### config.mk
export PLATFORM = sky130hd
export DESIGN_NAME = i2c_master_byte_engine_unit
export DESIGN_NICKNAME = d
export VERILOG_FILES = /design/src/i2cm_pkg.sv /design/src/i2cm_front.sv /design/src/i2cm_back.sv /design/src/i2c_master_byte_engine_unit.sv
export SDC_FILE = /design/constraint.sdc
export NUM_CORES = 1
export LEC_CHECK = 0
export ABC_AREA = 1
export BUFFER_PORTS_ARGS = -buffer_cell sky130_fd_sc_hd__buf_2
export CAP_MARGIN = 20
export CORE_MARGIN = 2
export CORE_UTILIZATION = 40
export DETAILED_ROUTE_END_ITERATION = 7
export PLACE_DENSITY = 0.6
export SLEW_MARGIN = 20
export SYNTH_ARGS = -nofsm -noshare
export SYNTH_HDL_FRONTEND = slang
export SYNTH_HIERARCHICAL = 1
export SYNTH_SLANG_ARGS = --single-unit
export TNS_END_PERCENT = 10
### constraint.sdc
create_clock -name aclk -period 4.2 [get_ports aclk]
set_clock_uncertainty 0.15 [all_clocks]
set_input_delay 0 -clock aclk [delete_from_list [all_inputs] [get_ports aclk]]
set_output_delay 0 -clock aclk [all_outputs]
set_load 0.01 [all_outputs]
### src/i2cm_pkg.sv
package i2cm_pkg;

    // Tick counter width default, configuration port geometry and queue depth
    localparam int TICK_COUNT_WIDTH_DEF = 16;
    localparam int CFG_DATA_WIDTH       = 16;
    localparam int CFG_INDEX_WIDTH      = 2;
    localparam int QUEUE_DEPTH          = 2;

    // Register indexes
    localparam logic [CFG_INDEX_WIDTH-1:0] REG_BIT_HALF_PERIOD = 2'd0;
    localparam logic [CFG_INDEX_WIDTH-1:0] REG_START_STOP_HOLD = 2'd1;
    localparam logic [CFG_INDEX_WIDTH-1:0] REG_ACK_HALF_PERIOD = 2'd2;
    localparam logic [CFG_INDEX_WIDTH-1:0] REG_ACK_TIMEOUT     = 2'd3;

    // Register reset values
    localparam logic [15:0] BIT_HALF_PERIOD_RST = 16'd250;
    localparam logic [15:0] START_STOP_HOLD_RST = 16'd100;
    localparam logic [15:0] ACK_HALF_PERIOD_RST = 16'd200;
    localparam logic [7:0]  ACK_TIMEOUT_RST     = 8'd250;

    // Op codes on the input channel
    localparam logic [2:0] OP_NONE  = 3'd0;
    localparam logic [2:0] OP_START = 3'd1;
    localparam logic [2:0] OP_STOP  = 3'd2;
    localparam logic [2:0] OP_WRITE = 3'd3;
    localparam logic [2:0] OP_READ  = 3'd4;

    // Classified command as held in the queue
    typedef enum logic [2:0] {
        CMD_NONE  = 3'd0,
        CMD_START = 3'd1,
        CMD_STOP  = 3'd2,
        CMD_WRITE = 3'd3,
        CMD_READ  = 3'd4
    } cmd_t;

    typedef enum logic [15:0] {
        PH_IDLE  = 16'b0000_0000_0000_0001,
        PH_ST_A  = 16'b0000_0000_0000_0010,
        PH_ST_B  = 16'b0000_0000_0000_0100,
        PH_FIN   = 16'b0000_0000_0000_1000,
        PH_SP_A  = 16'b0000_0000_0001_0000,
        PH_SP_B  = 16'b0000_0000_0010_0000,
        PH_WR_L1 = 16'b0000_0000_0100_0000,
        PH_WR_H  = 16'b0000_0000_1000_0000,
        PH_WR_L2 = 16'b0000_0001_0000_0000,
        PH_WA_L  = 16'b0000_0010_0000_0000,
        PH_WA_H  = 16'b0000_0100_0000_0000,
        PH_WA_P  = 16'b0000_1000_0000_0000,
        PH_RD_L  = 16'b0001_0000_0000_0000,
        PH_RD_H  = 16'b0010_0000_0000_0000,
        PH_AK_L  = 16'b0100_0000_0000_0000,
        PH_AK_H  = 16'b1000_0000_0000_0000
    } phase_t;

    typedef struct packed {
        logic scl;
        logic sda;
        logic drv;
    } lines_t;

    localparam lines_t LV_HIGH_DRV  = '{scl: 1'b1, sda: 1'b1, drv: 1'b1};
    localparam lines_t LV_START_LOW = '{scl: 1'b1, sda: 1'b0, drv: 1'b1};
    localparam lines_t LV_BOTH_LOW  = '{scl: 1'b0, sda: 1'b0, drv: 1'b1};
    localparam lines_t LV_REL_LOW   = '{scl: 1'b0, sda: 1'b1, drv: 1'b0};
    localparam lines_t LV_REL_HIGH  = '{scl: 1'b1, sda: 1'b1, drv: 1'b0};

    typedef struct packed {
        logic [2:0] op;
        logic [7:0] tx_byte;
        logic       send_ack;
        logic       sda_in;
    } i2cm_in_t;

    typedef struct packed {
        logic       scl_out;
        logic       sda_out;
        logic       sda_drive;
        logic       busy_res;
        logic       done_res;
        logic [7:0] rx_byte;
        logic       ack_error;
    } i2cm_out_t;

    typedef struct packed {
        cmd_t       cmd;
        logic [7:0] tx_byte;
        logic       send_ack;
        logic       sda_in;
    } i2cm_qitem_t;

endpackage

### src/i2cm_front.sv
module i2cm_front (
    input  logic                  aclk,
    input  logic                  aresetn,
    input  logic                  s_valid,
    output logic                  s_ready,
    input  i2cm_pkg::i2cm_in_t    s_data,
    output logic                  q_valid,
    input  logic                  q_ready,
    output i2cm_pkg::i2cm_qitem_t q_item
);

    localparam int PTR_W = $clog2(i2cm_pkg::QUEUE_DEPTH);
    localparam int CNT_W = $clog2(i2cm_pkg::QUEUE_DEPTH + 1);

    i2cm_pkg::i2cm_qitem_t mem [i2cm_pkg::QUEUE_DEPTH];
    i2cm_pkg::i2cm_qitem_t item_in;
    logic [PTR_W-1:0] wr_ptr_reg, wr_ptr_next;
    logic [PTR_W-1:0] rd_ptr_reg, rd_ptr_next;
    logic [CNT_W-1:0] count_reg, count_next;
    logic push, pop;

    // Classify: undefined op codes collapse to no command
    always_comb begin
        item_in.tx_byte  = s_data.tx_byte;
        item_in.send_ack = s_data.send_ack;
        item_in.sda_in   = s_data.sda_in;
        case (s_data.op)
            i2cm_pkg::OP_START: item_in.cmd = i2cm_pkg::CMD_START;
            i2cm_pkg::OP_STOP:  item_in.cmd = i2cm_pkg::CMD_STOP;
            i2cm_pkg::OP_WRITE: item_in.cmd = i2cm_pkg::CMD_WRITE;
            i2cm_pkg::OP_READ:  item_in.cmd = i2cm_pkg::CMD_READ;
            default:            item_in.cmd = i2cm_pkg::CMD_NONE;
        endcase
    end

    assign s_ready = (count_reg != CNT_W'(i2cm_pkg::QUEUE_DEPTH));
    assign q_valid = (count_reg != '0);
    assign q_item  = mem[rd_ptr_reg];
    assign push    = s_valid && s_ready;
    assign pop     = q_valid && q_ready;

    always_comb begin
        wr_ptr_next = wr_ptr_reg;
        rd_ptr_next = rd_ptr_reg;
        count_next  = count_reg;
        if (push) begin
            wr_ptr_next = (wr_ptr_reg == PTR_W'(i2cm_pkg::QUEUE_DEPTH - 1)) ? '0
                        : wr_ptr_reg + PTR_W'(1);
        end
        if (pop) begin
            rd_ptr_next = (rd_ptr_reg == PTR_W'(i2cm_pkg::QUEUE_DEPTH - 1)) ? '0
                        : rd_ptr_reg + PTR_W'(1);
        end
        if (push && !pop) begin
            count_next = count_reg + CNT_W'(1);
        end else if (pop && !push) begin
            count_next = count_reg - CNT_W'(1);
        end
    end

    always_ff @(posedge aclk) begin
        if (!aresetn) begin
            wr_ptr_reg <= '0;
            rd_ptr_reg <= '0;
            count_reg  <= '0;
        end else begin
            wr_ptr_reg <= wr_ptr_next;
            rd_ptr_reg <= rd_ptr_next;
            count_reg  <= count_next;
        end
    end

    always_ff @(posedge aclk) begin
        if (push) begin
            mem[wr_ptr_reg] <= item_in;
        end
    end

endmodule

### src/i2cm_back.sv
module i2cm_back #(
    parameter int TICK_COUNT_WIDTH = i2cm_pkg::TICK_COUNT_WIDTH_DEF
) (
    input  logic                                  aclk,
    input  logic                                  aresetn,
    input  logic                                  cfg_we,
    input  logic [i2cm_pkg::CFG_INDEX_WIDTH-1:0]  cfg_index,
    input  logic [i2cm_pkg::CFG_DATA_WIDTH-1:0]   cfg_wdata,
    input  logic                                  q_valid,
    output logic                                  q_ready,
    input  i2cm_pkg::i2cm_qitem_t                 q_item,
    output logic                                  m_valid,
    input  logic                                  m_ready,
    output i2cm_pkg::i2cm_out_t                   m_data
);

    localparam int TW = TICK_COUNT_WIDTH;
    localparam int CW = ((TW > 16) ? TW : 16) + 1;

    logic [15:0] bit_half_reg, hold_reg, ack_half_reg;
    logic [7:0]  ack_timeout_reg;

    i2cm_pkg::phase_t phase_reg, phase_next, phase_eff;
    logic [TW-1:0] tc_reg, tc_next, tc_cur, tc_step;
    logic [7:0]    shift_reg, shift_next, shift_pick;
    logic [3:0]    bidx_reg, bidx_next, bidx_pick, bidx_inc;
    logic [7:0]    wait_reg, wait_next, wait_pick;
    logic          choice_reg, choice_next, choice_pick;
    logic          ack_err_reg, ack_err_next, ack_err_pick;
    logic [7:0]    rx_reg, rx_next;
    i2cm_pkg::lines_t lines_reg, lines_next, lv, fin_lv;
    logic          busy, done, to_fin, bit7, sdone;
    logic [15:0]   seg_len;
    logic [CW-1:0] eff_len;
    logic          fire;
    logic          m_valid_reg;
    i2cm_pkg::i2cm_out_t m_data_reg;

    assign fire    = q_valid && (!m_valid_reg || m_ready);
    assign q_ready = fire;
    assign m_valid = m_valid_reg;
    assign m_data  = m_data_reg;
    assign bidx_inc = bidx_reg + 4'd1;

    always_ff @(posedge aclk) begin
        if (!aresetn) begin
            bit_half_reg    <= i2cm_pkg::BIT_HALF_PERIOD_RST;
            hold_reg        <= i2cm_pkg::START_STOP_HOLD_RST;
            ack_half_reg    <= i2cm_pkg::ACK_HALF_PERIOD_RST;
            ack_timeout_reg <= i2cm_pkg::ACK_TIMEOUT_RST;
        end else if (cfg_we) begin
            case (cfg_index)
                i2cm_pkg::REG_BIT_HALF_PERIOD: bit_half_reg    <= cfg_wdata;
                i2cm_pkg::REG_START_STOP_HOLD: hold_reg        <= cfg_wdata;
                i2cm_pkg::REG_ACK_HALF_PERIOD: ack_half_reg    <= cfg_wdata;
                i2cm_pkg::REG_ACK_TIMEOUT:     ack_timeout_reg <= cfg_wdata[7:0];
                default: ;
            endcase
        end
    end

    // Command pickup in idle: the effective phase of this tick
    always_comb begin
        phase_eff    = phase_reg;
        tc_cur       = tc_reg;
        shift_pick   = shift_reg;
        bidx_pick    = bidx_reg;
        wait_pick    = wait_reg;
        choice_pick  = choice_reg;
        ack_err_pick = ack_err_reg;
        busy         = 1'b1;
        if (phase_reg == i2cm_pkg::PH_IDLE) begin
            tc_cur = '0;
            case (q_item.cmd)
                i2cm_pkg::CMD_START: phase_eff = i2cm_pkg::PH_ST_A;
                i2cm_pkg::CMD_STOP:  phase_eff = i2cm_pkg::PH_SP_A;
                i2cm_pkg::CMD_WRITE: begin
                    shift_pick   = q_item.tx_byte;
                    bidx_pick    = '0;
                    wait_pick    = '0;
                    ack_err_pick = 1'b0;
                    phase_eff    = i2cm_pkg::PH_WR_L1;
                end
                i2cm_pkg::CMD_READ: begin
                    shift_pick  = '0;
                    bidx_pick   = '0;
                    choice_pick = q_item.send_ack;
                    phase_eff   = i2cm_pkg::PH_RD_L;
                end
                default: busy = 1'b0;
            endcase
        end
    end

    // Segment timer: length by phase, zero counts as one tick
    always_comb begin
        case (phase_eff)
            i2cm_pkg::PH_WR_L1, i2cm_pkg::PH_WR_H, i2cm_pkg::PH_WR_L2,
            i2cm_pkg::PH_RD_L,  i2cm_pkg::PH_RD_H:  seg_len = bit_half_reg;
            i2cm_pkg::PH_AK_L,  i2cm_pkg::PH_AK_H:  seg_len = ack_half_reg;
            default:                                seg_len = hold_reg;
        endcase
        eff_len = (seg_len == '0) ? CW'(1) : CW'(seg_len);
        sdone   = ((CW'(tc_cur) + CW'(1)) >= eff_len) || (&tc_cur);
        tc_step = sdone ? '0 : tc_cur + TW'(1);
    end

    always_comb begin
        phase_next   = phase_eff;
        tc_next      = tc_cur;
        shift_next   = shift_pick;
        bidx_next    = bidx_pick;
        wait_next    = wait_pick;
        choice_next  = choice_pick;
        ack_err_next = ack_err_pick;
        rx_next      = rx_reg;
        done         = 1'b0;
        to_fin       = 1'b0;
        fin_lv       = lines_reg;
        lv           = lines_reg;
        bit7         = shift_pick[7];
        case (phase_eff)
            i2cm_pkg::PH_ST_A: begin
                lv = i2cm_pkg::LV_HIGH_DRV;
                tc_next = tc_step;
                if (sdone) phase_next = i2cm_pkg::PH_ST_B;
            end
            i2cm_pkg::PH_ST_B: begin
                lv = i2cm_pkg::LV_START_LOW;
                tc_next = tc_step;
                if (sdone) begin
                    to_fin = 1'b1;
                    fin_lv = i2cm_pkg::LV_BOTH_LOW;
                end
            end
            i2cm_pkg::PH_FIN: begin
                done = 1'b1;
                phase_next = i2cm_pkg::PH_IDLE;
            end
            i2cm_pkg::PH_SP_A: begin
                lv = i2cm_pkg::LV_BOTH_LOW;
                tc_next = tc_step;
                if (sdone) phase_next = i2cm_pkg::PH_SP_B;
            end
            i2cm_pkg::PH_SP_B: begin
                lv = i2cm_pkg::LV_HIGH_DRV;
                tc_next = tc_step;
                if (sdone) begin
                    done = 1'b1;
                    phase_next = i2cm_pkg::PH_IDLE;
                end
            end
            i2cm_pkg::PH_WR_L1: begin
                lv = '{scl: 1'b0, sda: bit7, drv: 1'b1};
                tc_next = tc_step;
                if (sdone) phase_next = i2cm_pkg::PH_WR_H;
            end
            i2cm_pkg::PH_WR_H: begin
                lv = '{scl: 1'b1, sda: bit7, drv: 1'b1};
                tc_next = tc_step;
                if (sdone) phase_next = i2cm_pkg::PH_WR_L2;
            end
            i2cm_pkg::PH_WR_L2: begin
                lv = '{scl: 1'b0, sda: bit7, drv: 1'b1};
                tc_next = tc_step;
                if (sdone) begin
                    shift_next = {shift_reg[6:0], 1'b0};
                    bidx_next  = bidx_inc;
                    phase_next = (bidx_inc >= 4'd8) ? i2cm_pkg::PH_WA_L : i2cm_pkg::PH_WR_L1;
                end
            end
            i2cm_pkg::PH_WA_L: begin
                lv = i2cm_pkg::LV_REL_LOW;
                tc_next = tc_step;
                if (sdone) phase_next = i2cm_pkg::PH_WA_H;
            end
            i2cm_pkg::PH_WA_H: begin
                lv = i2cm_pkg::LV_REL_HIGH;
                tc_next = tc_step;
                if (sdone) begin
                    phase_next = i2cm_pkg::PH_WA_P;
                    wait_next  = '0;
                end
            end
            i2cm_pkg::PH_WA_P: begin
                lv = i2cm_pkg::LV_REL_HIGH;
                if (!q_item.sda_in) begin
                    to_fin = 1'b1;
                    fin_lv = i2cm_pkg::LV_REL_LOW;
                end else if (wait_reg >= ack_timeout_reg) begin
                    // no acknowledge in time: flag and run a stop
                    ack_err_next = 1'b1;
                    tc_next      = '0;
                    phase_next   = i2cm_pkg::PH_SP_A;
                end else begin
                    wait_next = wait_reg + 8'd1;
                end
            end
            i2cm_pkg::PH_RD_L: begin
                lv = i2cm_pkg::LV_REL_LOW;
                tc_next = tc_step;
                if (sdone) phase_next = i2cm_pkg::PH_RD_H;
            end
            i2cm_pkg::PH_RD_H: begin
                lv = i2cm_pkg::LV_REL_HIGH;
                // sample on the first tick of SCL high
                if (tc_cur == '0) shift_next = {shift_reg[6:0], q_item.sda_in};
                tc_next = tc_step;
                if (sdone) begin
                    bidx_next  = bidx_inc;
                    phase_next = (bidx_inc >= 4'd8) ? i2cm_pkg::PH_AK_L : i2cm_pkg::PH_RD_L;
                end
            end
            i2cm_pkg::PH_AK_L: begin
                lv = '{scl: 1'b0, sda: ~choice_reg, drv: 1'b1};
                tc_next = tc_step;
                if (sdone) phase_next = i2cm_pkg::PH_AK_H;
            end
            i2cm_pkg::PH_AK_H: begin
                lv = '{scl: 1'b1, sda: ~choice_reg, drv: 1'b1};
                tc_next = tc_step;
                if (sdone) begin
                    rx_next = shift_reg;
                    to_fin  = 1'b1;
                    fin_lv  = '{scl: 1'b0, sda: ~choice_reg, drv: 1'b1};
                end
            end
            default: lv = lines_reg;
        endcase
        lines_next = lv;
        if (to_fin) begin
            lines_next = fin_lv;
            phase_next = i2cm_pkg::PH_FIN;
            tc_next    = '0;
        end
    end

    always_ff @(posedge aclk) begin
        if (!aresetn) begin
            phase_reg   <= i2cm_pkg::PH_IDLE;
            tc_reg      <= '0;
            shift_reg   <= '0;
            bidx_reg    <= '0;
            wait_reg    <= '0;
            choice_reg  <= 1'b0;
            ack_err_reg <= 1'b0;
            rx_reg      <= '0;
            lines_reg   <= i2cm_pkg::LV_HIGH_DRV;
            m_valid_reg <= 1'b0;
        end else begin
            if (fire) begin
                phase_reg   <= phase_next;
                tc_reg      <= tc_next;
                shift_reg   <= shift_next;
                bidx_reg    <= bidx_next;
                wait_reg    <= wait_next;
                choice_reg  <= choice_next;
                ack_err_reg <= ack_err_next;
                rx_reg      <= rx_next;
                lines_reg   <= lines_next;
            end
            if (fire) begin
                m_valid_reg <= 1'b1;
            end else if (m_ready) begin
                m_valid_reg <= 1'b0;
            end
        end
    end

    always_ff @(posedge aclk) begin
        if (fire) begin
            m_data_reg.scl_out   <= lv.scl;
            m_data_reg.sda_out   <= lv.sda;
            m_data_reg.sda_drive <= lv.drv;
            m_data_reg.busy_res  <= busy;
            m_data_reg.done_res  <= done;
            m_data_reg.rx_byte   <= rx_next;
            m_data_reg.ack_error <= ack_err_next;
        end
    end

endmodule

### src/i2c_master_byte_engine_unit.sv
// I2C master bit engine, stepped one item per tick. Each input item is one tick:
// it may carry a command (start, stop, write byte, read byte; other op codes act
// as none), the byte to send, the ACK/NACK choice for a read and the sampled SDA
// level, and it yields exactly one result item with the SCL/SDA levels, SDA drive
// enable, busy and done flags, the last read byte and the acknowledge error flag.
// Commands arriving while a command runs are ignored. Rate: one item per clock
// cycle while the result is not stalled; an accepted item is held in the input
// queue, and the engine takes it from the head and registers its result. A
// stalled result holds the engine; the input stalls once the two-entry queue is
// full. The engine state is updated once per accepted item, so every tick
// depends only on the last.
// Segment lengths come from four registers written through cfg_we/cfg_index/
// cfg_wdata: 0 bit half period, 1 start/stop hold, 2 ack half period,
// 3 acknowledge timeout (8 bits). The user must write them only while idle;
// the block does not enforce it. TICK_COUNT_WIDTH sizes the segment counter;
// segments longer than 2**TICK_COUNT_WIDTH ticks are cut to that length.
module i2c_master_byte_engine_unit #(
    parameter int TICK_COUNT_WIDTH = i2cm_pkg::TICK_COUNT_WIDTH_DEF
) (
    input  logic                                 aclk,
    input  logic                                 aresetn,
    input  logic                                 cfg_we,
    input  logic [i2cm_pkg::CFG_INDEX_WIDTH-1:0] cfg_index,
    input  logic [i2cm_pkg::CFG_DATA_WIDTH-1:0]  cfg_wdata,
    input  logic                                 s_valid,
    output logic                                 s_ready,
    input  i2cm_pkg::i2cm_in_t                   s_data,
    output logic                                 m_valid,
    input  logic                                 m_ready,
    output i2cm_pkg::i2cm_out_t                  m_data
);

    // Queue between the classifying front and the bit engine
    logic                  q_valid;
    logic                  q_ready;
    i2cm_pkg::i2cm_qitem_t q_item;

    // Front: accept items, decode op codes, hold them in a short queue
    i2cm_front u_front (
        .aclk    (aclk),
        .aresetn (aresetn),
        .s_valid (s_valid),
        .s_ready (s_ready),
        .s_data  (s_data),
        .q_valid (q_valid),
        .q_ready (q_ready),
        .q_item  (q_item)
    );

    // Back: advance the engine one tick per item, register the result
    i2cm_back #(
        .TICK_COUNT_WIDTH (TICK_COUNT_WIDTH)
    ) u_back (
        .aclk      (aclk),
        .aresetn   (aresetn),
        .cfg_we    (cfg_we),
        .cfg_index (cfg_index),
        .cfg_wdata (cfg_wdata),
        .q_valid   (q_valid),
        .q_ready   (q_ready),
        .q_item    (q_item),
        .m_valid   (m_valid),
        .m_ready   (m_ready),
        .m_data    (m_data)
    );

endmodule

# == Word-level counts from Yosys, hierarchy flattened ==
# Memories as Yosys holds them, arrays and structs flattened. A register that Yosys moved wholly into a read port is not among the register bits.
# Index checks and enable logic that the tools add are counted.
# classes
add_sub_neg,8
order_cmp,3
eq_ne,32
muxes,71
n_bitwise,1
reduce_logical,34
# ops
op,n
2-to-1 mux 16 bit,21
case mux 16 bit (13 select lines),1
2-to-1 mux 8 bit,10
case mux 16 bit (2 select lines),2
case mux 16 bit (4 select lines),1
case mux 8 bit (2 select lines),3
logical NOT 16 bit,2
case mux 3 bit (9 select lines),1
"adder 16 x 1 -> 17 bit, second input constant",1
>= comparator 17 bit,1
"adder 16 x 1 -> 16 bit, second input constant",1
"equality test 16 x 1 -> 1 bit, second input constant",1
"equality test 16 x 10 -> 1 bit, second input constant",1
"equality test 16 x 11 -> 1 bit, second input constant",1
"equality test 16 x 12 -> 1 bit, second input constant",1
"equality test 16 x 13 -> 1 bit, second input constant",1
"equality test 16 x 14 -> 1 bit, second input constant",1
"equality test 16 x 15 -> 1 bit, second input constant",1
"equality test 16 bit, second input constant",1
"equality test 16 x 2 -> 1 bit, second input constant",1
"equality test 16 x 3 -> 1 bit, second input constant",1
"equality test 16 x 4 -> 1 bit, second input constant",1
"equality test 16 x 5 -> 1 bit, second input constant",1
"equality test 16 x 6 -> 1 bit, second input constant",1
other kinds (42),92
# totals
register_bits,140
ramBits,26
inputBits,36
out_inout_bits,16
mem_count,1
# mem_list
memory,depth,width,read_ports,rd_ports_with_merged_regs,write_ports,line,text
u_front.mem,2,13,1,1,1,i2cm_front.sv:15,i2cm_pkg::i2cm_qitem_t mem [i2cm_pkg::QUEUE_DEPTH];

# == Longest topological paths before layout ==
# Gate-level depths: netlist of the first run.
# depth
ltp_word,14
mapped_depth,38

# == Hierarchy ==
# The synthesis of the first run kept the hierarchy.
# modules_own_cells
mod,instances,cells_per_inst,area_per_inst_um2,seq_area_each_um2
i2cm_back,1,1233,8368.0,2862.7
i2cm_front,1,83,1244.9,880.8

# == Worst setup path after synthesis of the first run ==
# OpenSTA, ideal clock, no wires.
# synth_timing
path_type,reg-to-reg
from,register (tool-made name)
to,"register u_back.m_data_reg (netlist bit u_back/m_data[1]), data pin"
setup_time_ps,257
t_arrival_ps,3816
required_ps,3793
slack_ps,-23
path_stages_with_launch,32
path_buffers,4
period_less_slack_ps,4223
path_cell_list,dfxtp_1 buf_6 mux2_4 inv_1 nand3_1 nand3_1 nand3_2 nand2_2 nand3_4 nor2_4 buf_6 nand2_4 nand2_4 clkbuf_1 nand2_1 nand3_1 nor2_1 nand2_1 nor2_1 nand2_1 nand2_1 ha_1 nand2_1 nor4_1 a31o_2 nor2_4 nand2_4 buf_4 nand2_1 inv_1 o22ai_1 inv_1
# synth_rtl
item,line,text
to (decl),i2cm_back.sv:37,i2cm_pkg::i2cm_out_t m_data_reg;

==> results of run 1 <==
layout make-up:
class                   count  area (sq um)  share of cell area
well taps                 319         399.1             0.03148
clock buffers              17         425.4             0.03356
clock inverters            15         217.7             0.01717
multi-input cells         943          5598              0.4416
flip-flops and latches    167          3747              0.2956
inverters                 155         603.1             0.04757
repair buffers            202          1687              0.1330
critical path: cells and delay by family, from the launching register on:
kind,cells,cell delay [ns]
AND/OR/NAND/NOR,22,2.18
multiplexers,1,0.33
flip-flops,1,0.38
AO/OA/AOI/OAI,2,0.17
adder cells (fa/ha/maj),1,0.29
buffers and inverters,7,0.77
what timing repair did:
item,4_1_cts,5_1_grt
buffers inserted,10,9
hold buffers,39,0
setup endpoints to repair,65,70
hold endpoints to repair,93,0
gates resized for setup,53,103
pin swaps,26,55
gates cloned,3,5
report_power, final:
| group | leakage (nW) | total, mW | internal, mW | switching (mW) |
|---|---|---|---|---|
| Clock | 0.310 | 1.69 | 0.882 | 0.810 |
| Combinational | 4.03 | 2.72 | 1.00 | 1.71 |
| Sequential | 1.42 | 2.11 | 1.96 | 0.154 |
| Total | 5.76 | 6.52 | 3.84 | 2.68 |
metrics by stage:
stage	util	power, mW
5_1_grt	0.5385	6.919
3_3_place_gp	0.4558	4.457
6_report	0.5385	6.520
2_1_floorplan	-	3.771
4_1_cts	0.5143	6.325
3_5_place_dp	0.4558	4.489
metal layers:
| metal | part of all wire | up-vias | track usage |
|---|---|---|---|
| li1 | - | 4740 | - |
| met1 | 0.46 | 4426 | 0.2929 |
| met2 | 0.47 | 283 | 0.3567 |
| met3 | 0.054 | 38 | 0.03621 |
| met4 | 0.016 | 0 | 0.04835 |
| met5 | 0 | - | 0 |
cells in the mapped netlist, types with 3 or more instances:
library cell	n	area share
nor2_4	7	0.0082
ha_1	29	0.038
o21ai_0	110	0.057
a31oi_1	13	0.0085
o211ai_1	20	0.016
nand4_1	32	0.021
xnor2_1	6	0.0055
buf_2	10	0.0052
buf_4	5	0.0039
inv_1	142	0.055
nand3_2	6	0.0062
nor3_1	21	0.011
nand2_1	260	0.10
a21oi_1	77	0.040
mux2_4	10	0.016
o21ai_1	5	0.0026
nand2_4	5	0.0059
nand3_1	100	0.052
buf_6	3	0.0035
clkbuf_1	34	0.013
dfxtp_1	127	0.26
inv_2	7	0.0027
edfxtp_1	40	0.12
nor2_2	7	0.0046
o22ai_1	9	0.0059
nor2_1	160	0.062
mux2_2	3	0.0035
clkinv_1	4	0.0016
xor2_1	14	0.013
and2_1	3	0.0020
nand2_2	14	0.0091
worst paths after layout:
| path | start | end | slack [ns] | cells after the start |
|---|---|---|---|---|
| worst max-delay path | flop | u_back/phase_reg[5]$_SDFFE_PN0P_ | -0.23 | 33 |
| worst min-delay path | s_data[2] | u_front/mem[1][2]$_DFFE_PP_ | 0.12 | 2 |
| worst max register to register | flop | u_back/phase_reg[5]$_SDFFE_PN0P_ | -0.23 | 33 |
| worst min register to register | u_back/hold_reg[6]$_SDFFE_PN1P_ | u_back/hold_reg[6]$_SDFFE_PN1P_ | 0.31 | 2 |
cells by family after synthesis:
group,count (synthesis)
AO/OA/AOI/OAI,245
AND/OR/NAND/NOR,635
flip-flops,167
buffers and inverters,207
XOR/XNOR,20
multiplexers,13
adder cells (fa/ha/maj),29
==> flow_summary.yaml, run 1 <==
timing:
  period_minus_slack_ns: 4.430
  rsz0062_at_grt: "true"
  setup_violations: 70
  slew_violations: 0
  tightestPinTransition_ns: 0.8626
  final_hold_viol_count: 0
  max_freq_ghz: 0.2257
  timing.final.crit_share: 1.055
  hold_slack_ns: 0.1249
  layout_setup_ws_ns: -0.2301
  relSlewSlack: 0.4249
  fin_tns_setup_ns: -10.37
drt:
  viasPerCell: 5.218
  wl_per_cell_um: 15.59
  drc: 0
  drt_iter0_markers: 764
  first_pass_iters: 5
  ant_nets: 0
  vias: 9487
  routed_wl_um: 28350
logic_synthesis:
  synth-compound-area-share: 0.1408
  syn-cell-area_sq_um: 9613
  synth_flop_cell: "dfxtp_1"
  synthXorXnorAreaFrac: 0.01822
  synth_cell_types: 57
  synth_top_family_by_area: "simple AND/OR/NAND/NOR gates"
  synth-seq-cells: 167
  synth_nets: 1381
  syn_inst: 1316
  synth_edf_count: 40
  synthSimpleGateAreaFrac: 0.3078
  syn-mean-instance-area_sq_um: 7.305
  synthAdderAreaFrac: 0.03775
  yosys_warnings: 6
  async_flop_share: 0
  yosysSeqAreaShare: 0.3894
  synth.area.mux_share: 0.01913
final_layout:
  final_common_cell: "nand2_1"
  fin_nets: 1551
  postLayoutCellArea_sq_um: 12680
  area_growth_pct: 31.88
  fillerInstances: 2245
  largest_reg_flops: 26
  final_layout_size_suffix_gt1_frac: 0.2508
  mostFrequentLayoutCells: "230 x nand2_1, 151 x nor2_1, 135 x inv_1, 126 x dfxtp_1, 106 x o21ai_0"
  num_antenna_cells: 0
  top_register: "u_front/mem"
  fin_cells: 1818
floorplan:
  initial_utilization: 0.4083
  io_pins: 52
  die_h_um: 159.0
  die_x_um: 159.0
  die-area_sq_um: 25290
  core_sq_um: 23540
  num_rows: 56
clock_tree:
  cts.reportedPaths.clkPinSlew_ns: 0.08
  htreeDepth: 4
  numCtsBuffers: 17
  cts_root_buf: "clkbuf_16"
  clock-sinks: 167
  cts_tree: "done"
  clock_path_buffers: 2
  clock_latency_ns: 0.45
critical_path:
  critPathRequiredTime_ns: 4.35
  path_max_fanout: 7
  critPathMaxStageDelay_ns: 0.38
  crit_type: "flop to flop"
  worstPathArrival_ns: 4.58
  critPathCaptureType: "flop"
  slowest_stage: "dfxtp_4"
  critPathLaunchType: "flop"
min_path:
  hold_class: "input port to flop"
placed_design:
  dp.cells: 1723
  gp_congestion: 0.9001
  dpl.hpwl_um: 18280
  place_area_sq_um: 10730
  pre_cts_ws_ns: -0.2310
  numPortBuffers: 51
global_routing:
  grt_pass1_wl_um: 44950
  grt_remaining_overflow: 0
  grt_max_degree: 84
  grt_pass1_vias: 8931
  grt_antenna_before_repair: 0
  groute.usage.overall: 0.2145
power:
  ir_worst_vdd_mv: 0.6559
  p_leak_nw: 5.760
  power.density_nw_per_um2: 514.3
run_status:
  violations: "setup timing"
  status: "finished with violations"
job:
  cap_viol_max_count: 0
Note: power is estimated with default switching activity, not from simulation.
==> run 2: changes to the inputs <==
Settings changed: CORE_UTILIZATION 40 to 45, PLACE_DENSITY 0.6 to 0.66.
==> flow_summary.yaml, run 2 (synthesized netlist as in run 1, its figures left out) <==
critical_path:
  critPathCaptureType: "flop"
  worstPathArrival_ns: 4.68
  critPathRequiredTime_ns: 4.42
  critPathMaxStageDelay_ns: 0.38
  reg2reg_slack_ns: -0.26
  crit_type: "flop to flop"
  slowest_stage: "dfxtp_4"
  critPathLaunchType: "flop"
  rr_worst_depth: 37
  reg2reg_to: "u_back/phase_reg[9]$_SDFFE_PN0P_"
  crit_path_frequent_cell: "nand2_1"
  path_max_fanout: 8
drt:
  wl_per_cell_um: 15.34
  drt_iter0_markers: 733
  routed_wl_um: 27160
  first_pass_iters: 5
  vias: 9437
  ant_nets: 0
  drc: 0
  viasPerCell: 5.332
run_status:
  violations: "setup timing"
  status: "finished with violations"
final_layout:
  area_growth_pct: 27.87
  mostFrequentLayoutCells: "251 x nand2_1, 151 x nor2_1, 137 x inv_1, 126 x dfxtp_1, 110 x o21ai_0"
  num_antenna_cells: 0
  final_layout_size_suffix_gt1_frac: 0.2134
  multi_input_area_sq_um: 5346
  fin_nets: 1547
  fillerInstances: 1867
  top_register: "u_front/mem"
  utilization: 0.5847
  largest_reg_flops: 26
  final_common_cell: "nand2_1"
  area.sequential_sq_um: 3747
placed_design:
  numPortBuffers: 51
  gp_congestion: 0.9504
  dpl.hpwl_um: 17490
timing:
  tightestPinTransition_ns: 0.8165
  fin_tns_setup_ns: -9.075
  slew_violations: 0
  max_freq_ghz: 0.2243
  setup_violations: 68
  final_hold_viol_count: 0
  period_minus_slack_ns: 4.459
  layout_setup_ws_ns: -0.2585
  timing.final.crit_share: 1.062
  rsz0062_at_grt: "true"
  relSlewSlack: 0.4557
global_routing:
  grt_pass1_wl_um: 43660
  grt_remaining_overflow: 0
  grt_pass1_vias: 8805
  grt_max_degree: 85
  groute.usage.overall: 0.2422
  grt_antenna_before_repair: 0
floorplan:
  die-area_sq_um: 22550
  core_sq_um: 21020
  num_rows: 53
  initial_utilization: 0.4573
  io_pins: 52
  die_h_um: 150.2
  die_x_um: 150.2
clock_tree:
  numCtsBuffers: 17
  clock_path_buffers: 2
  cts_tree: "done"
  clock_latency_ns: 0.44
  cts.reportedPaths.clkPinSlew_ns: 0.07
  htreeDepth: 4
  cts_root_buf: "clkbuf_16"
  clock-sinks: 167
min_path:
  hold_class: "input port to flop"
  min_path_cells: 4
  hold_end: "u_front/count_reg[1]$_SDFFE_PN0P_"
  holdCritStartpoint: "aresetn"
power:
  power.density_nw_per_um2: 530.4
  p_leak_nw: 5.645
  ir_worst_vdd_mv: 0.5932
job:
  cap_viol_max_count: 0
run 2: timing repair:
action,CTS,global route
cloned,4,1
hold buffers,37,0
pin swaps,20,11
endpoints found under the setup margin,66,70
setup buffers,16,4
hold endpoints to repair,85,0
gates resized for setup,65,20
run 2: worst max path at each step:
stage / to / slack [ns] / cells after the start
6_report: u_back/phase_reg[9]$_SDFFE_PN0P_ / -0.26 / 37
5_1_grt: u_back/phase_reg[9]$_SDFFE_PN0P_ / -0.50 / 35
4_1_cts: u_back/phase_reg[9]$_SDFFE_PN0P_ / -0.05 / 33
3_5_place_dp: u_back/m_data[2]$_DFFE_PP_ / -0.21 / 30
3_3_place_gp: u_back/m_data[2]$_DFFE_PP_ / -0.15 / 28
2_1_floorplan: u_back/m_data[1]$_DFFE_PP_ / 0.008 / 33
run 2: stage by stage:
step	power, mW	worst slack [ns]	area, sq um	hold slack [ns]	cells
after floorplan	3.771	0.008450	9622	-0.05113	1316
after global placement	4.466	-0.1535	10640	0.03707	1676
after detailed placement	4.501	-0.2079	10640	0.04066	1676
after global routing	6.902	-0.5011	12290	0.1367	1770
after CTS	6.449	-0.05264	12120	0.08915	1765
final	6.520	-0.2585	12290	0.09309	1770
run 2: routing by layer:
layer	global-route usage	share of wire
met5	0	0
met4	0.07075	0.022
met3	0.04182	0.062
met2	0.4032	0.47
met1	0.3232	0.45
run 2: area by class of cell:
type / instances / area share
multi-input combinational: 944 / 0.4350
clock buffer: 17 / 0.03461
sequential: 167 / 0.3049
inverter: 155 / 0.04886
timing repair buffer: 197 / 0.1314
tap: 275 / 0.02799
clock inverter: 15 / 0.01730
run 2: worst max-delay path: cells and delay by family (launching register included):
family	cells	cell delay [ns]
adders and majority gates	1	0.14
buffers and inverters	7	0.87
muxes	1	0.34
DFF	1	0.38
and+or+nand+nor	26	2.22
AOI/OAI and AO/OA	2	0.27
run 2: where the power goes:
part	total, mW	switching, mW	leakage (nW)	internal (mW)
sequential	2.11	0.150	1.42	1.96
combinational	2.69	1.66	3.92	1.03
clock	1.73	0.714	0.308	1.01
total	6.52	2.52	5.65	4.00
==> run 3: changes to the inputs <==
Clock period 4.2 ns to 3.65 ns, I/O delays scaled along.
==> flow_summary.yaml, run 3 (synthesized netlist as in run 1, its figures left out) <==
drt:
  wl_met3_um: 1661
  wl_per_cell_um: 15.81
  viasPerCell: 5.370
  top_layer: "met4"
  ant_nets: 0
  routed_wl_um: 28440
  vias: 9661
  met2_wirelength_um: 13680
  drt_iter0_markers: 762
  first_pass_iters: 6
  wl_met1_um: 12470
  drc: 0
timing:
  relSlewSlack: 0.4255
  fin_tns_setup_ns: -45.31
  final_hold_viol_count: 0
  setup_violations: 70
  tightestPinTransition_ns: 0.8565
  slew_violations: 0
  rsz0062_at_grt: "true"
  timing.final.crit_share: 1.213
  max_freq_ghz: 0.2258
  period_minus_slack_ns: 4.428
  layout_setup_ws_ns: -0.7781
job:
  cap_viol_max_count: 0
min_path:
  holdCritStartpoint: "aresetn"
  hold_class: "input port to flop"
placed_design:
  pre_cts_ws_ns: -0.7204
  dpl.hpwl_um: 18830
  dp.cells: 1712
  numPortBuffers: 51
  place_area_sq_um: 11030
  gp_congestion: 0.8944
run_status:
  violations: "setup timing"
  status: "finished with violations"
clock_tree:
  cts.reportedPaths.clkPinSlew_ns: 0.08
  cts_tree: "done"
  numCtsBuffers: 17
  cts_root_buf: "clkbuf_16"
  htreeDepth: 4
  clock-sinks: 167
  clock_path_buffers: 2
  clock_latency_ns: 0.44
final_layout:
  fillerInstances: 1895
  final_layout_size_suffix_gt1_frac: 0.2382
  mostFrequentLayoutCells: "241 x nand2_1, 153 x nor2_1, 136 x inv_1, 126 x dfxtp_1, 119 x buf_4"
  utilization: 0.5990
  area_growth_pct: 30.98
  largest_reg_flops: 26
  top_register: "u_front/mem"
  final_common_cell: "nand2_1"
  postLayoutCellArea_sq_um: 12590
  fin_cells: 1799
  num_antenna_cells: 0
  fin_nets: 1576
critical_path:
  crit_type: "flop to flop"
  critPathCaptureType: "flop"
  worstPathArrival_ns: 4.65
  path_max_fanout: 6
  critPathRequiredTime_ns: 3.87
  critPathLaunchType: "flop"
  slowest_stage: "dfxtp_4"
  critPathMaxStageDelay_ns: 0.39
  crit_path_frequent_cell: "nand2_1"
global_routing:
  groute.usage.overall: 0.2560
  grt_pass1_wl_um: 45850
  grt_antenna_before_repair: 0
  grt_max_degree: 84
  grt_remaining_overflow: 0
  grt_pass1_vias: 9244
floorplan:
  die-area_sq_um: 22550
  initial_utilization: 0.4573
  die_x_um: 150.2
  num_rows: 53
  core_sq_um: 21020
  die_h_um: 150.2
  io_pins: 52
power:
  power.density_nw_per_um2: 592.7
  ir_worst_vdd_mv: 0.9184
  p_leak_nw: 5.770
==> run 3: cell types whose count changed in the layout (fill, tap and decap cells not counted), moves of 3 or more <==
cell           change
nand2_2            +6
buf_4             +26
bufinv_16          -3
dlygate4sd3_1      +3
o21ai_1            +4
o21ai_0            -6
nand2_1           -10
clkinv_8           +5
==> run 3: final cells by class <==
type | instances | area (sq um) | area share
Timing Repair Buffer | 226 | 1805 | 0.1434
Sequential cell | 167 | 3747 | 0.2976
Clock inverter | 15 | 200.2 | 0.01590
Tap cell | 275 | 344.1 | 0.02733
Clock buffer | 17 | 425.4 | 0.03379
Multi-Input combinational cell | 944 | 5463 | 0.4339
Inverter | 155 | 605.6 | 0.04810
==> run 3: stage by stage <==
step	total power, mW	hold WS (ns)
finish	7.463	0.08793
global route	7.891	0.1140
CTS	7.390	0.06430
detailed placement	5.293	0.04311
global placement	5.245	0.03713
floorplan	4.390	-0.05113
==> run 3: worst paths after layout <==
check / to / slack (ns) / cells past startpoint
min: u_back/tc_reg[11]$_SDFFE_PN0P_ / 0.09 / 3
min reg2reg: u_back/ack_timeout_reg[2]$_SDFFE_PN0P_ / 0.32 / 2
max reg2reg: u_back/phase_reg[6]$_SDFFE_PN0P_ / -0.78 / 38
max: u_back/phase_reg[6]$_SDFFE_PN0P_ / -0.78 / 38
==> run 3: repair_timing <==
| action | in CTS | in global routing |
|---|---|---|
| endpoints found under the setup margin | 70 | 70 |
| cloned | 5 | 0 |
| hold buffers | 40 | 0 |
| pin swaps | 17 | 10 |
| hold endpoints to repair | 85 | 0 |
| setup buffers | 9 | 2 |
| gates resized for setup | 49 | 46 |
==> run 3: per-layer routing <==
metal | GRT usage | up-vias
met5 | 0 | -
met2 | 0.4304 | 331
met1 | 0.3348 | 4498
li1 | - | 4790
met3 | 0.04303 | 42
met4 | 0.08538 | 0
==> run 3: power breakdown <==
group	total, mW	switching [mW]	internal, mW
sequential	2.43	0.177	2.25
clock	1.89	0.897	0.997
combinational	3.14	1.97	1.18
==> run 3: worst max-delay path, delay by kind of cell (launching register included) <==
kind / cells / cell delay [ns]
AO/OA/AOI/OAI: 2 / 0.24
multiplexers: 1 / 0.34
AND/OR/NAND/NOR: 27 / 2.23
flip-flops: 1 / 0.39
adder cells (fa/ha/maj): 1 / 0.16
buffers and inverters: 7 / 0.80
